==> src/rtl/rgcp_pkg.sv <==
// Shared types and constants of the ray grid cube picker.
package rgcp_pkg;

  // Port field widths
  localparam int OW    = 32;   // origin, Q16.16
  localparam int DIRW  = 18;   // direction, Q1.16
  localparam int GSW   = 6;    // grid_size register
  localparam int SPW   = 24;   // cell_spacing register, Q8.16
  localparam int CIDXW = 2;    // configuration register index
  localparam int IN_W  = 152;  // input tdata, padded to bytes
  localparam int OUT_W = 48;   // output tdata

  // Configuration register indexes
  localparam logic [CIDXW-1:0] REG_GRID_SIZE    = 2'd0;
  localparam logic [CIDXW-1:0] REG_CELL_SPACING = 2'd1;

  localparam logic [GSW-1:0] GRID_SIZE_RESET = 6'd0;
  localparam logic [SPW-1:0] SPACING_RESET   = 24'd78643;

  // Internal arithmetic: slab differences, dividend magnitude and slab t
  localparam int DW  = 35;          // bound - origin, signed
  localparam int CPW = DW - 1;      // cube centre position, unsigned
  localparam int NW  = DW + 16;     // |difference| * 65536
  localparam int TW  = 56;          // slab t, signed
  localparam int DCW = 6;           // divider step counter

  localparam logic signed [DW-1:0] HALF_SIDE = 35'sd32768;
  localparam logic signed [TW-1:0] T_INF     = 56'sh20_0000_0000_0000;
  localparam logic signed [TW-1:0] T_NINF    = -56'sh20_0000_0000_0000;
  localparam logic signed [TW-1:0] SAT_MAX   = 56'sh00_0000_7FFF_FFFF;
  localparam logic signed [TW-1:0] SAT_MIN   = -56'sh00_0000_8000_0000;

  // One ray after classification
  typedef struct packed {
    logic [2:0][OW-1:0]   org;
    logic [2:0][DIRW-1:0] dir;
    logic [2:0]           dzero;
  } ray_t;

  // One slab interval of one cube index on one axis
  typedef struct packed {
    logic                 ok;
    logic signed [TW-1:0] t0;
    logic signed [TW-1:0] t1;
  } slab_t;

  // Divider request
  typedef struct packed {
    logic                   start;
    logic signed [DW-1:0]   num;
    logic signed [DIRW-1:0] den;
  } div_req_t;

  // Pick result
  typedef struct packed {
    logic [OW-1:0] distance;
    logic [4:0]    cz;
    logic [4:0]    cy;
    logic [4:0]    cx;
    logic          hit;
  } result_t;

endpackage

==> src/rtl/rgcp_queue.sv <==
// Two-entry queue of classified rays between front and back.
module rgcp_queue (
  input  logic           clk,
  input  logic           rst,
  input  logic           in_valid,
  output logic           in_ready,
  input  rgcp_pkg::ray_t in_ray,
  output logic           out_valid,
  input  logic           out_ready,
  output rgcp_pkg::ray_t out_ray
);

  rgcp_pkg::ray_t slots [2];
  logic           wr_ptr;
  logic           rd_ptr;
  logic [1:0]     count;
  logic           push;
  logic           pop;

  assign in_ready  = (count != 2'd2);
  assign out_valid = (count != 2'd0);
  assign push      = in_valid && in_ready;
  assign pop       = out_valid && out_ready;
  assign out_ray   = slots[rd_ptr];

  always_ff @(posedge clk) begin
    if (rst) begin
      wr_ptr <= 1'b0;
      rd_ptr <= 1'b0;
      count  <= 2'd0;
    end else begin
      if (push) wr_ptr <= !wr_ptr;
      if (pop)  rd_ptr <= !rd_ptr;
      count <= count + 2'(push) - 2'(pop);
    end
  end

  always_ff @(posedge clk) begin
    if (push) begin
      slots[wr_ptr] <= in_ray;
    end
  end

endmodule

==> config.mk <==
export PLATFORM = sky130hd
export DESIGN_NAME = rgcp_queue
export DESIGN_NICKNAME = d
export VERILOG_FILES = /design/src/rtl/rgcp_pkg.sv /design/src/rtl/rgcp_queue.sv
export SDC_FILE = /design/constraint.sdc
export NUM_CORES = 1
export LEC_CHECK = 0
export BUFFER_PORTS_ARGS = -buffer_cell sky130_fd_sc_hd__buf_2
export CAP_MARGIN = 20
export CORE_MARGIN = 3
export CORE_UTILIZATION = 47
export CTS_CLUSTER_SIZE = 14
export DETAILED_ROUTE_END_ITERATION = 10
export PLACE_DENSITY = 0.77
export SLEW_MARGIN = 40
export SYNTH_ARGS = -nofsm -noshare
export SYNTH_HDL_FRONTEND = slang
export SYNTH_SLANG_ARGS = --single-unit
export TNS_END_PERCENT = 5
==> constraint.sdc <==
create_clock -name clk -period 4.8 [get_ports clk]
set_input_delay 0.24 -clock clk [delete_from_list [all_inputs] [get_ports clk]]
set_output_delay 0.24 -clock clk [all_outputs]
set_load 0.03 [all_outputs]
Yosys cells after proc, flatten, opt, wreduce, memory -nomap -nowiden
Memory sizes are Yosys's and may differ from the RTL's. A register that Yosys moved wholly into a read port is not among the register bits.
Index checks and enable logic that the tools add are counted.
{"block": "word_totals", "rom_bits": 0, "regBits": 4, "ram_bits": 306, "memories": 1, "latchBits": 0}
{"block": "op_classes", "n_div": 0, "add_sub_neg": 2, "n_eq_ne": 1, "bitwise": 0, "n_reduce_logical": 5, "n_mul": 0, "mux": 4, "n_shift": 0, "order_cmp": 0}
{"memory": "slots", "words": 2, "word_bits": 153, "read_ports": 1, "rd_clocked_by_memory_dff": 1, "wr": 1, "line": "rgcp_queue.sv:13", "rtl": "rgcp_pkg::ray_t slots [2];"}
{"operator": "$mux W1", "count": 4}
{"operator": "$add A2 B1 Y2", "count": 1}
{"operator": "$logic_and A1 B1 Y1", "count": 2}
{"operator": "$logic_not A1 Y1", "count": 2}
{"operator": "$ne A2 B2 Y1 const B", "count": 1}
{"operator": "$reduce_bool A2 Y1", "count": 1}
{"operator": "$sub A2 B1 Y2", "count": 1}

Longest topological paths before layout
{"block": "logic_depth", "ltp_word": 4, "mapped_depth": 6, "ltp_nobuf": 6}

Worst setup path before layout
OpenSTA, ideal clock, no wires.
{"block": "synth_timing", "path_type": "reg-to-reg", "start": "register count[0]", "end": "memory slots[1][0] in the netlist's numbering (enable)", "path_buffers": 0, "arrival_ns": 4.367, "required_time_ns": 4.268, "path_slack_ns": -0.099, "path_stages_with_launch": 3, "path_cell_list": "dfxtp_1 > nand2b_1 > and3_1"}
{"block": "synth_between", "elab_chain_len": 4}
{"item": "start: declaration", "line": "rgcp_queue.sv:16", "rtl": "logic [1:0] count;"}
{"item": "start signal: assignment", "line": "rgcp_queue.sv:34", "rtl": "count <= count + 2'(push) - 2'(pop);"}
{"item": "$ne A2 B2 Y1", "line": "rgcp_queue.sv:20", "rtl": "assign in_ready = (count != 2'd2);"}
{"item": "net in_ready", "line": "rgcp_queue.sv:6", "rtl": "output logic in_ready,"}
{"item": "$logic_and A1 B1 Y1", "line": "rgcp_queue.sv:22", "rtl": "assign push = in_valid && in_ready;"}
{"item": "$mux W1", "line": "rgcp_queue.sv:39", "rtl": "if (push) begin"}
{"item": "$mux W1 (not written as such)", "line": "rgcp_queue.sv:40", "rtl": "slots[wr_ptr] <= in_ray;"}
{"item": "end: declaration", "line": "rgcp_queue.sv:13"}
The timed path passes the listed nets, and every way through them passes these cells.

==> out/results.txt <==
Synthesis-to-finish area growth - 38.0%
Largest net degree at the start of global routing - 81
Row count - 56
Endpoints failing setup - 0
Post-DRT Antenna Nets - 0
Post-Syn Instances - 505
Synthesized net count - 663
#FFs+latches synth - 311
GR Util met3 - 0.0435
Vias in the first global route - 6947
GRT Total Usage - 0.177
Clock Sinks - 311
Die Span Y - 163 µm
Slowest library cell on the worst path - dfxtp_4
Core Area - 23800 µm²
Net switching power - 2290 µW
P_leak - 0.00614 µW
RSZ-0062 raised after global routing - false
Final setup margin - 2.07 ns
Worst Path Max Fanout - 32
Die W - 163 µm
Clk slew on worst S/H paths - 0.06 ns
NumNets Final - 1150
Placed cell area - 13500 µm²
Clock power share - 0.286
CP Data Required Time - 4.56 ns
Crit path time final - 2.73 ns
Clock Tree Buf Depth - 3
Die Area - 26500 µm²
First-pass GRT wire length - 37.1 mm
Slew Limit Fails - 0
Comb pwr share - 0.270
DRC - 0
Total power per unit cell area - 479 nW/µm²
Final hold viol count - 0
Period utilization - 0.569
Drt total wl - 24.3 mm
Clk root buf - clkbuf_16
Post-DP HPWL - 14.5 mm
Syn avg cell area - 22.9 µm²
Setup WS pre-CTS - 2.51 ns
Flop pwr share - 0.444
CP startpoint kind - flip-flop
Sw Ratio - 0.300
Grt met2 use - 0.322
Starting Density - 0.486
Slew HR - 0.515
CP top delay family - buffers and inverters
1st-iter DRT viols - 400
GR peak layer - met2
CP Class - reg2out
Status - completed
Clock Latency Late Sink - 0.54 ns
Synth unique cells - 25
Arr. time, crit path - 2.49 ns
Vias - 6421
Ys Warns - 0
Synthesized area - 11600 µm²
Routed WL per cell - 18.2 µm
Clock Skew - 0.0164 ns
H-Tree Depth - 1
CTS tree - built
Sequential share of the synthesized area - 0.803
Worst slew pin tran - 0.727 ns
CP peak stage delay - 0.55 ns
Internal cell power - 5350 µW
Setup Fix Bufs, Post-CTS - 0
Critical Path, Cell by Cell - buf_12, buf_4, mux2_2, buf_2
Total I/O pin count - 312
M1 GR Usage - 0.210
Hold Crit Class - in2reg
Gr ovfl total - 0
GPL Wtd Cong - 0.726
Port Buf Inserts - 311
Total CTS buffers - 31
Fmax - 0.366 GHz
Critical path endpoint category - output port
Post-route cell area - 16000 µm²
Via/cell ratio - 4.81
Final TNS setup - 0 ns
Post-layout util - 0.670
Worst VDD drop - 0.372 mV
Number of fill cells - 1547
Max-cap viol count - 0
Number of detailed-route iterations in the first pass - 4
Initial antenna violation count - 1
Layout cells sized above 1 - 0.509
Buffers and inverters on the worst path - 3
synthesized netlist by cell type:
cell type	number	area (µm²)
ha_1	1	12.5
o31a_1	1	8.76
o21ba_2	1	10.0
nor3_1	1	5.00
mux2_4	70	1050
o21ai_0	2	10.0
and3_1	2	12.5
a21bo_2	1	10.0
and2b_1	1	7.51
nand3b_1	1	7.51
nand2b_1	1	6.26
edfxtp_1	306	9190
nor2b_1	1	6.26
buf_6	9	101
a21oi_1	1	5.00
nand3_1	1	5.00
buf_2	8	40.0
nor4bb_1	1	10.0
inv_1	1	3.75
dfxtp_1	5	100
nor2_1	4	15.0
xor2_1	1	8.76
nor4_1	1	6.26
mux2_2	83	935
or2_2	1	6.26
cell usage in the layout, fill, tap and decap left out, types with 2 or more instances in the layout:
master / n
buf_2: 311
edfxtp_1: 306
dlygate4sd3_1: 154
mux2_2: 83
mux2_4: 70
clkbuf_16: 31
clkinv_1: 10
clkbuf_1: 6
clkinv_2: 5
nor2_1: 4
dfxtp_1: 4
buf_12: 4
inv_6: 3
o21ai_0: 2
buf_4: 2
power by group through the flow:
stage	registers [µW]	clock network [µW]	logic, µW
after floorplan	3430	0	1510
after global placement	3470	0	1910
after detailed placement	3450	0	1960
after CTS	3390	2240	2070
after global routing	3420	2350	2170
final	3390	2190	2060
area by class of cell:
type / count / area, µm² / area share
Sequential cell: 311 / 9290 / 0.582
Timing Repair Buffer: 471 / 3190 / 0.200
Inverter: 1 / 8.76 / 0.000549
Antenna cell: 1 / 2.50 / 0.000157
Multi-Input combinational cell: 176 / 2140 / 0.134
Clock buffer: 37 / 798 / 0.0500
Tap cell: 319 / 399 / 0.0250
Clock inverter: 20 / 129 / 0.00807
routing by layer:
metal  vias up  wire (µm)
li1       2998          -
met1      3123       9300
met2       255      12800
met3        45       1710
met4         0        575
met5         -          0
worst reg2reg max path, stage by stage (launching register included):
cell and delay (ns):
dfxtp_1 0.40, nand2b_1 0.21, nand3b_1 0.19, inv_6 0.51
buf_12 0.47
through the flow:
stage | power [µW] | hold slack, ns | instances
after floorplan | 4930 | 0.309 | 505
after global placement | 5380 | 0.427 | 1123
after detailed placement | 5410 | 0.431 | 1124
after CTS | 7700 | 0.0593 | 1335
after global routing | 7940 | 0.103 | 1336
final | 7640 | 0.0888 | 1336
path summary, 6_finish.rpt:
kind                  start             to  slack (ns)  cells after the start
hold / removal     in_valid         wr_ptr        0.09                      3
setup / recovery  flip-flop     out_ray[0]        2.07                      4
setup reg to reg   count[0]  slots[0][149]        2.53                      4
hold reg to reg      rd_ptr         rd_ptr        0.52                      2
flip-flops by register name, summed over array words and instances, names as in the netlist, named ones only:
register,cells
wr_ptr,1
rd_ptr,1
slots,306
count,2
logic make-up (layout without fill, tap and decap cells):
kind of cell	after synthesis	count (layout)	share of synthesized area
adders and majority gates	1	1	0.00108
other	0	1	0
xor gates and xnor gates	1	1	0.000757
DFF	311	311	0.803
buffers and inverters	18	529	0.0125
AOI/OAI and AO/OA	6	6	0.00378
and+or+nand+nor	15	15	0.00757
muxes	153	153	0.172
timing repair:
action,in CTS,in global routing
gates resized for setup,0,0
hold endpoints to repair,311,0
hold buffers,154,0
(Power assumes the default switching activity.)
