### config.mk
export PLATFORM = sky130hd
export DESIGN_NAME = rgcp_front
export DESIGN_NICKNAME = d
export VERILOG_FILES = /design/src/rtl/rgcp_pkg.sv /design/src/rtl/rgcp_front.sv
export SDC_FILE = /design/constraint.sdc
export NUM_CORES = 1
export LEC_CHECK = 0
export ABC_CLOCK_PERIOD_IN_PS = 6200
export BUFFER_PORTS_ARGS = -buffer_cell sky130_fd_sc_hd__buf_2
export CAP_MARGIN = 20
export CORE_AREA = 2 2 120 122
export CTS_CLUSTER_SIZE = 16
export DETAILED_ROUTE_END_ITERATION = 12
export DIE_AREA = 0 0 122 124
export PLACE_DENSITY_LB_ADDON = 0.2
export SETUP_SLACK_MARGIN = 0.4
export SLEW_MARGIN = 5
export SYNTH_ARGS = -nofsm -noshare
export SYNTH_HDL_FRONTEND = slang
export SYNTH_SLANG_ARGS = --single-unit
### constraint.sdc
create_clock -name clk -period 6.2 [get_ports clk]
set_input_delay 0.62 -clock clk [delete_from_list [all_inputs] [get_ports clk]]
set_output_delay 0.62 -clock clk [all_outputs]
set_load 0.05 [all_outputs]
### src/rtl/rgcp_pkg.sv
// Shared types and constants of the ray grid cube picker.
package rgcp_pkg;

  // Port field widths
  localparam int OW    = 32;   // origin, Q16.16
  localparam int DIRW  = 18;   // direction, Q1.16
  localparam int GSW   = 6;    // grid_size register
  localparam int SPW   = 24;   // cell_spacing register, Q8.16
  localparam int CIDXW = 2;    // configuration register index
  localparam int IN_W  = 152;  // input tdata, padded to bytes
  localparam int OUT_W = 48;   // output tdata

  // Configuration register indexes
  localparam logic [CIDXW-1:0] REG_GRID_SIZE    = 2'd0;
  localparam logic [CIDXW-1:0] REG_CELL_SPACING = 2'd1;

  localparam logic [GSW-1:0] GRID_SIZE_RESET = 6'd0;
  localparam logic [SPW-1:0] SPACING_RESET   = 24'd78643;

  // Internal arithmetic: slab differences, dividend magnitude and slab t
  localparam int DW  = 35;          // bound - origin, signed
  localparam int CPW = DW - 1;      // cube centre position, unsigned
  localparam int NW  = DW + 16;     // |difference| * 65536
  localparam int TW  = 56;          // slab t, signed
  localparam int DCW = 6;           // divider step counter

  localparam logic signed [DW-1:0] HALF_SIDE = 35'sd32768;
  localparam logic signed [TW-1:0] T_INF     = 56'sh20_0000_0000_0000;
  localparam logic signed [TW-1:0] T_NINF    = -56'sh20_0000_0000_0000;
  localparam logic signed [TW-1:0] SAT_MAX   = 56'sh00_0000_7FFF_FFFF;
  localparam logic signed [TW-1:0] SAT_MIN   = -56'sh00_0000_8000_0000;

  // One ray after classification
  typedef struct packed {
    logic [2:0][OW-1:0]   org;
    logic [2:0][DIRW-1:0] dir;
    logic [2:0]           dzero;
  } ray_t;

  // One slab interval of one cube index on one axis
  typedef struct packed {
    logic                 ok;
    logic signed [TW-1:0] t0;
    logic signed [TW-1:0] t1;
  } slab_t;

  // Divider request
  typedef struct packed {
    logic                   start;
    logic signed [DW-1:0]   num;
    logic signed [DIRW-1:0] den;
  } div_req_t;

  // Pick result
  typedef struct packed {
    logic [OW-1:0] distance;
    logic [4:0]    cz;
    logic [4:0]    cy;
    logic [4:0]    cx;
    logic          hit;
  } result_t;

endpackage

### src/rtl/rgcp_front.sv
// Input stage: takes ray beats and classifies the direction components.
module rgcp_front (
  input  logic                      clk,
  input  logic                      rst,
  input  logic                      in_valid,
  output logic                      in_ready,
  input  logic [rgcp_pkg::IN_W-1:0] in_data,
  output logic                      out_valid,
  input  logic                      out_ready,
  output rgcp_pkg::ray_t            out_ray
);

  rgcp_pkg::ray_t ray_c;
  logic           valid;

  // Unpack fields and flag zero direction components
  always_comb begin
    for (int a = 0; a < 3; a++) begin
      ray_c.org[a]   = in_data[a*rgcp_pkg::OW +: rgcp_pkg::OW];
      ray_c.dir[a]   = in_data[3*rgcp_pkg::OW + a*rgcp_pkg::DIRW +: rgcp_pkg::DIRW];
      ray_c.dzero[a] = (ray_c.dir[a] == '0);
    end
  end

  assign in_ready  = !valid || out_ready;
  assign out_valid = valid;

  always_ff @(posedge clk) begin
    if (rst) begin
      valid <= 1'b0;
    end else if (in_valid && in_ready) begin
      valid <= 1'b1;
    end else if (out_ready) begin
      valid <= 1'b0;
    end
  end

  always_ff @(posedge clk) begin
    if (in_valid && in_ready) begin
      out_ray <= ray_c;
    end
  end

endmodule

# After elaboration in Yosys (flattened, before gate mapping)

Index checks and enable logic that the tools add are counted.

Bits in registers: 154
Input bits: 156
Output and inout bits: 155
Logic and storage cells: 17

Muxes and demuxes: 2
Reductions and logical operators: 7

Operators with widths:

| kind               | count |
|---|---|
| logical NOT 18 bit | 3 |
| two-way mux 1 bit  | 2 |
| nonzero test 2 bit | 1 |
| logical AND 1 bit  | 1 |
| logical NOT 1 bit  | 1 |
| logical OR 1 bit   | 1 |

# Longest topological paths before layout

Gate-level depths: netlist (run 1).

Depth in word-level cells: 4
Mapped depth: 3
Mapped depth without buffers: 3

# Worst setup path before layout (run 1)

OpenSTA, ideal clock, no wires.

Path kind: input to register
From: input port out_ready
To: register out_ray[0] (netlist name), enable pin
Library setup time: 530 ps
Arrival time: 4657 ps
Data required time: 5670 ps
Setup slack: 1012 ps
Stages on the path: 2
Path buffers: 0
Cell sequence: nand2b_1 and2_1

Word-level cells in the longest chain between the ends: 2

Ends and longest elaborated chain:

| element                | line             | RTL |
|---|---|---|
| start: declaration     | rgcp_front.sv:9  | `input logic out_ready,` |
| logical OR 1 bit       | rgcp_front.sv:25 | `assign in_ready = !valid \|\| out_ready;` |
| logical AND 1 bit      | rgcp_front.sv:39 | `if (in_valid && in_ready) begin` |
| end signal: assignment | rgcp_front.sv:40 | `out_ray <= ray_c;` |
| end: declaration       | rgcp_front.sv:10 | `output rgcp_pkg::ray_t out_ray` |

No other way between the ends.
A chain may end at the register's enable or synchronous reset.

# Worst setup path after layout (run 1)

From: input port out_ready
To: register out_ray[147] (netlist name), enable pin

The elaborated chain is that of the path after synthesis.

==> impl_metrics.env, run 1 <==
export IMPL_post_drt_wl_per_cell_um=15.9
export IMPL_crit_path_max_fanout=82
export IMPL_synth_fa_ha_area_frac=0
export IMPL_grt_use_total=0.141
export IMPL_critical_path_max_stage_delay_ns=0.78
export IMPL_worstPathCellList="buf_2 > nand2b_1 > and2_4 > buf_4"
export IMPL_worstMarginPinSlew_ns=0.997
export IMPL_grt_antenna_before_repair=1
export IMPL_p_sw_frac=0.263
export IMPL_hpwl_mm=8.51
export IMPL_netlist_area_sq_um=4780
export IMPL_critical_path_top_delay_family="buffers and inverters"
export IMPL_path_clk_slew_ns=0.06
export IMPL_worst_path_buf_inv=2
export IMPL_layout_common_cells="buf_2 (308), edfxtp_1 (153), clkbuf_16 (17), nor4_1 (9), clkinv_1 (4)"
export IMPL_hold_ws_ns=0.360
export IMPL_first_pass_iters=6
export IMPL_startpoint="out_ready"
export IMPL_arrival_ns=1.92
export IMPL_final_common_cell="buf_2"
export IMPL_end_kind="flop"
export IMPL_max_slew_margin=0.335
export IMPL_rsz0062_at_grt="false"
export IMPL_h_tree_depth=4
export IMPL_synthMuxAreaShare=0
export IMPL_holdBufCountCts=0
export IMPL_synth_nets=332
export IMPL_pwr_share_comb=0.136
export IMPL_fp_dieArea_sq_um=15100
export IMPL_switchingPower_w=0.000673
export IMPL_crit_cells=4
export IMPL_yosysUniqueCellTypes=10
export IMPL_crit_required_ns=6.23
export IMPL_yosys_area_share_simple=0.0325
export IMPL_synth_top_family_by_area="simple AND/OR/NAND/NOR gates"
export IMPL_ir_drop_mv=0.210
export IMPL_grt_pass1_vias=2888
export IMPL_routed_wl_mm=11.1
export IMPL_pre_cts_ws_ns=3.86
export IMPL_p_int_w=0.00188
export IMPL_fin_crit_ns=1.89
export IMPL_max_cap_viol_count=0
export IMPL_post_cts_setup_buffers=0
export IMPL_critical_path_slowest_cell="buf_4"
export IMPL_r2r_end="out_ray[147]"
export IMPL_clock_latency_ns=0.40
export IMPL_avgSynthCellArea_sq_um=27.1
export IMPL_setup_tns_ns=0
export IMPL_r2r_start="out_valid"
export IMPL_dr_first_iter_drc_count=110
export IMPL_power_w=0.00255
export IMPL_rrSetupSlack_ns=4.31
export IMPL_crit_end="out_ray[147]"
export IMPL_grt_pass1_wl_mm=15.2
export IMPL_layout_nets=661
export IMPL_fp_dieW_um=122
export IMPL_pwr_share_clk=0.382
export IMPL_rows=43
export IMPL_synth_compound_area_frac=0.00105
export IMPL_layout_drive_gt1_share=0.662
export IMPL_synth_xor_area_share=0
export IMPL_design_core_area_sq_um=13700
export IMPL_seqPwrFrac=0.482
export IMPL_io_pins=311
export IMPL_crit_type="in2reg"
export IMPL_fin_ws_ns=4.31
export IMPL_start_util=0.348
export IMPL_rr_worst_depth=3
export IMPL_final_hold_violation_count=0
export IMPL_synth_cells=176
export IMPL_die_y_um=124
export IMPL_ys_seq_area_frac=0.966
export IMPL_synth_seq_cells=154
export IMPL_ant_nets=0
export IMPL_finClkSkew_ns=0.00545
export IMPL_leakage_nw=3.00
export IMPL_setup_viol=0
export IMPL_powerDensity_nw_per_um2=358
export IMPL_area_growth_syn_to_layout_pct=49.1
export IMPL_cts_sinks=154
export IMPL_gp_congestion=0.731
export IMPL_drv_slew=0
export IMPL_root_buffer="clkbuf_16"
export IMPL_drc=0
export IMPL_max_freq_mhz=529
export IMPL_critPathLaunchType="input port"
export IMPL_via_count=2995
export IMPL_vias_per_cell=4.28
export IMPL_place_port_buffers=308
export IMPL_grt_max_degree=83
export IMPL_status="completed"
export IMPL_grt_overflow_total=0
export IMPL_cts_tree="done"
export IMPL_cts_resized=0
export IMPL_yosysWarnings=0
export IMPL_max_clock_path_buffers=2
export IMPL_cts_made_buffers=17
export IMPL_finalCritPeriodShare=0.305
export IMPL_hold_class="in2reg"
layout make-up:
type / count / area [sq um]
sequential: 154 / 4610
clock inverter: 13 / 125
tap: 180 / 225
timing repair buffer: 310 / 1560
antenna: 1 / 2.50
clock buffer: 19 / 433
fill: 1188 / 6600
multi-input combinational: 21 / 163
inverter: 1 / 3.75
state kept, by name, indices dropped and copies added, names as in the netlist:
| signal | flops |
|---|---|
| out_valid | 1 |
| out_ray | 153 |
metrics by stage:
| step | instances | cell area [sq um] | utilization |
|---|---|---|---|
| after global routing | 698 | 7120 | 0.519 |
| after floorplan | 176 | 4780 | - |
| final | 699 | 7120 | 0.519 |
| after global placement | 666 | 6560 | 0.478 |
| after CTS | 698 | 7120 | 0.519 |
| after detailed placement | 666 | 6560 | 0.478 |
Yosys cell counts:
master | instances | area share
inv_1 | 1 | 0.00078
nand3_1 | 3 | 0.0031
and2_1 | 1 | 0.0013
dfxtp_1 | 1 | 0.0042
nor4_1 | 9 | 0.012
edfxtp_1 | 153 | 0.96
nor4_2 | 3 | 0.0079
a21oi_1 | 1 | 0.0010
or4_4 | 3 | 0.0071
nand2b_1 | 1 | 0.0013
power by group through the flow:
stage	clock network, W	logic (W)	registers, W
6_report	0.000976	0.000346	0.00123
3_3_place_gp	0	0.000346	0.00125
2_1_floorplan	0	0.0000216	0.00147
5_1_grt	0.00105	0.000362	0.00124
4_1_cts	0.00100	0.000350	0.00123
3_5_place_dp	0	0.000350	0.00125
cell families (layout without fill, tap and decap cells):
family	Yosys count	after routing
compound gates	1	1
buf+inv	1	343
flops	154	154
other cells	0	1
simple gates	20	20
worst reg2reg max path, stage by stage (launching register included):
cell and delay, ns:
dfxtp_1 0.31, nand2b_1 0.10, and2_4 0.25, buf_4 0.78
worst min-delay path by stage:
stage	cells past startpoint	slack (ns)	end	start
after floorplan	1	0.69	out_valid	rst
after global placement	2	0.50	out_valid	out_valid
after detailed placement	2	0.51	out_valid	out_valid
after CTS	2	0.34	out_valid	rst
after global routing	2	0.33	out_valid	rst
final	2	0.36	out_valid	rst
per-layer routing:
metal / GRT usage / vias to the layer above / wire length [um]
li1: - / 1398 / -
met1: 0.146 / 1393 / 3860
met2: 0.234 / 188 / 5650
met3: 0.0797 / 16 / 1450
met4: 0.0661 / 0 / 181
met5: 0 / - / 0
No activity file was read; power rests on OpenSTA's default activity.
==> run 2: changes to the inputs <==
--- a/config.mk
+++ b/config.mk
@@ -5,13 +5,13 @@
 export SDC_FILE = /design/constraint.sdc
 export NUM_CORES = 1
 export LEC_CHECK = 0
-export ABC_CLOCK_PERIOD_IN_PS = 6200
+export ABC_CLOCK_PERIOD_IN_PS = 1600
 export BUFFER_PORTS_ARGS = -buffer_cell sky130_fd_sc_hd__buf_2
 export CAP_MARGIN = 20
-export CORE_AREA = 2 2 120 122
+export CORE_AREA = 2 2 119 121
 export CTS_CLUSTER_SIZE = 16
 export DETAILED_ROUTE_END_ITERATION = 12
-export DIE_AREA = 0 0 122 124
+export DIE_AREA = 0 0 121 123
 export PLACE_DENSITY_LB_ADDON = 0.2
 export SETUP_SLACK_MARGIN = 0.4
 export SLEW_MARGIN = 5
==> constraint.sdc (replaced) <==
create_clock -name clk -period 1.6 [get_ports clk]
set_input_delay 0.16 -clock clk [delete_from_list [all_inputs] [get_ports clk]]
set_output_delay 0.16 -clock clk [all_outputs]
set_load 0.05 [all_outputs]
==> impl_metrics.env, run 2 <==
export IMPL_yosysTopAreaCell="edfxtp_1"
export IMPL_synth_common_cells="edfxtp_1 (153), nor4_1 (9), nand3_1 (3), nor4_2 (3), or4_4 (3)"
export IMPL_max_clock_path_buffers=2
export IMPL_status="aborted with a tool error"
export IMPL_io_pins=311
export IMPL_synth_top_area_frac=0.962
export IMPL_yosysWarnings=0
export IMPL_tool_error="[ERROR RSZ-0060] Max buffer count reached."
export IMPL_yosysMostFrequentCell="edfxtp_1"
export IMPL_place_port_buffers=308
export IMPL_synth_edff_count=153
export IMPL_yosysUniqueCellTypes=10
export IMPL_haltStage="4_1_cts"
export IMPL_dpl_cell_area_sq_um=6610
export IMPL_avgSynthCellArea_sq_um=27.1
export IMPL_ys_seq_area_frac=0.966
export IMPL_holdBufCountCts=141
export IMPL_hpwl_mm=8.29
export IMPL_synth_seq_cells=154
export IMPL_fp_dieW_um=121
export IMPL_cts_made_buffers=17
export IMPL_synth_cells=176
export IMPL_post_cts_setup_buffers=0
export IMPL_cts_resized=3
export IMPL_synth_nets=332
export IMPL_die_y_um=123
export IMPL_h_tree_depth=4
export IMPL_start_util=0.351
export IMPL_ys_top_cells_by_area="edfxtp_1 (96%), nor4_1 (1.2%), nor4_2 (0.79%)"
export IMPL_rows=43
export IMPL_root_buffer="clkbuf_16"
export IMPL_ys_async_sr_fraction=0
export IMPL_synth_main_ff_cell="edfxtp_1"
export IMPL_cts_sinks=154
export IMPL_netlist_area_sq_um=4780
export IMPL_gp_congestion=0.726
## run 2: cell counts after synthesis
Identical to the previous run, type by type.
## run 2: logic make-up after synthesis
group / synth area share
AO/OA/AOI/OAI: 0.00105
buffers and inverters: 0.000785
AND/OR/NAND/NOR: 0.0325
flip-flops: 0.966
## run 2: stage by stage
stage	hold slack, ns	util	setup slack (ns)	TNS (ns)	std cells
floorplan	0.219	-	-0.550	-84.22	176
global placement	0.330	0.486	0.360	0	668
detailed placement	0.338	0.486	0.341	0	668
==> run 3: changes to the inputs <==
--- a/config.mk
+++ b/config.mk
@@ -5,15 +5,13 @@
 export SDC_FILE = /design/constraint.sdc
 export NUM_CORES = 1
 export LEC_CHECK = 0
-export ABC_CLOCK_PERIOD_IN_PS = 1600
+export ABC_CLOCK_PERIOD_IN_PS = 2100
 export BUFFER_PORTS_ARGS = -buffer_cell sky130_fd_sc_hd__buf_2
 export CAP_MARGIN = 20
 export CORE_AREA = 2 2 119 121
-export CTS_CLUSTER_SIZE = 16
 export DETAILED_ROUTE_END_ITERATION = 12
 export DIE_AREA = 0 0 121 123
-export PLACE_DENSITY_LB_ADDON = 0.2
-export SETUP_SLACK_MARGIN = 0.4
+export PLACE_DENSITY_LB_ADDON = 0.15
 export SLEW_MARGIN = 5
 export SYNTH_ARGS = -nofsm -noshare
 export SYNTH_HDL_FRONTEND = slang
==> constraint.sdc (replaced) <==
create_clock -name clk -period 2.1 [get_ports clk]
set_input_delay 0.21 -clock clk [delete_from_list [all_inputs] [get_ports clk]]
set_output_delay 0.21 -clock clk [all_outputs]
set_load 0.05 [all_outputs]
==> impl_metrics.env, run 3 <==
export IMPL_status="aborted with a tool error"
export IMPL_haltStage="4_1_cts"
export IMPL_tool_error="[ERROR RSZ-0060] Max buffer count reached."
export IMPL_yosysUniqueCellTypes=10
export IMPL_cts_sinks=154
export IMPL_fp_dieW_um=121
export IMPL_max_clock_path_buffers=2
export IMPL_avgSynthCellArea_sq_um=27.1
export IMPL_place_port_buffers=308
export IMPL_dpl_cell_area_sq_um=6630
export IMPL_ys_async_sr_fraction=0
export IMPL_cts_made_buffers=17
export IMPL_start_util=0.351
export IMPL_synth_cells=176
export IMPL_gp_congestion=0.765
export IMPL_holdBufCountCts=141
export IMPL_dpl_cell_count=668
export IMPL_ys_seq_area_frac=0.966
export IMPL_hpwl_mm=8.77
export IMPL_io_pins=311
export IMPL_synth_main_ff_cell="edfxtp_1"
export IMPL_yosysMostFrequentCell="edfxtp_1"
export IMPL_netlist_area_sq_um=4780
export IMPL_post_cts_setup_buffers=0
export IMPL_die_y_um=123
export IMPL_ys_top_cells_by_area="edfxtp_1 (96%), nor4_1 (1.2%), nor4_2 (0.79%)"
export IMPL_cts_resized=0
export IMPL_synth_common_cells="edfxtp_1 (153), nor4_1 (9), nand3_1 (3), nor4_2 (3), or4_4 (3)"
export IMPL_synth_nets=332
export IMPL_rows=43
export IMPL_yosysWarnings=0
export IMPL_h_tree_depth=4
export IMPL_synth_edff_count=153
export IMPL_root_buffer="clkbuf_16"
export IMPL_synth_seq_cells=154
export IMPL_yosysTopAreaCell="edfxtp_1"
export IMPL_synth_top_area_frac=0.962
[run 3: stage by stage]
stage,setup slack [ns],setup TNS (ns)
after detailed placement,0.626,0
after global placement,0.664,0
after floorplan,-0.0505,-7.72
[run 3: cells by family after synthesis]
kind of cell | count (synthesis) | synth area share
flip-flops | 154 | 0.966
AND/OR/NAND/NOR | 20 | 0.0325
AO/OA/AOI/OAI | 1 | 0.00105
buffers and inverters | 1 | 0.000785
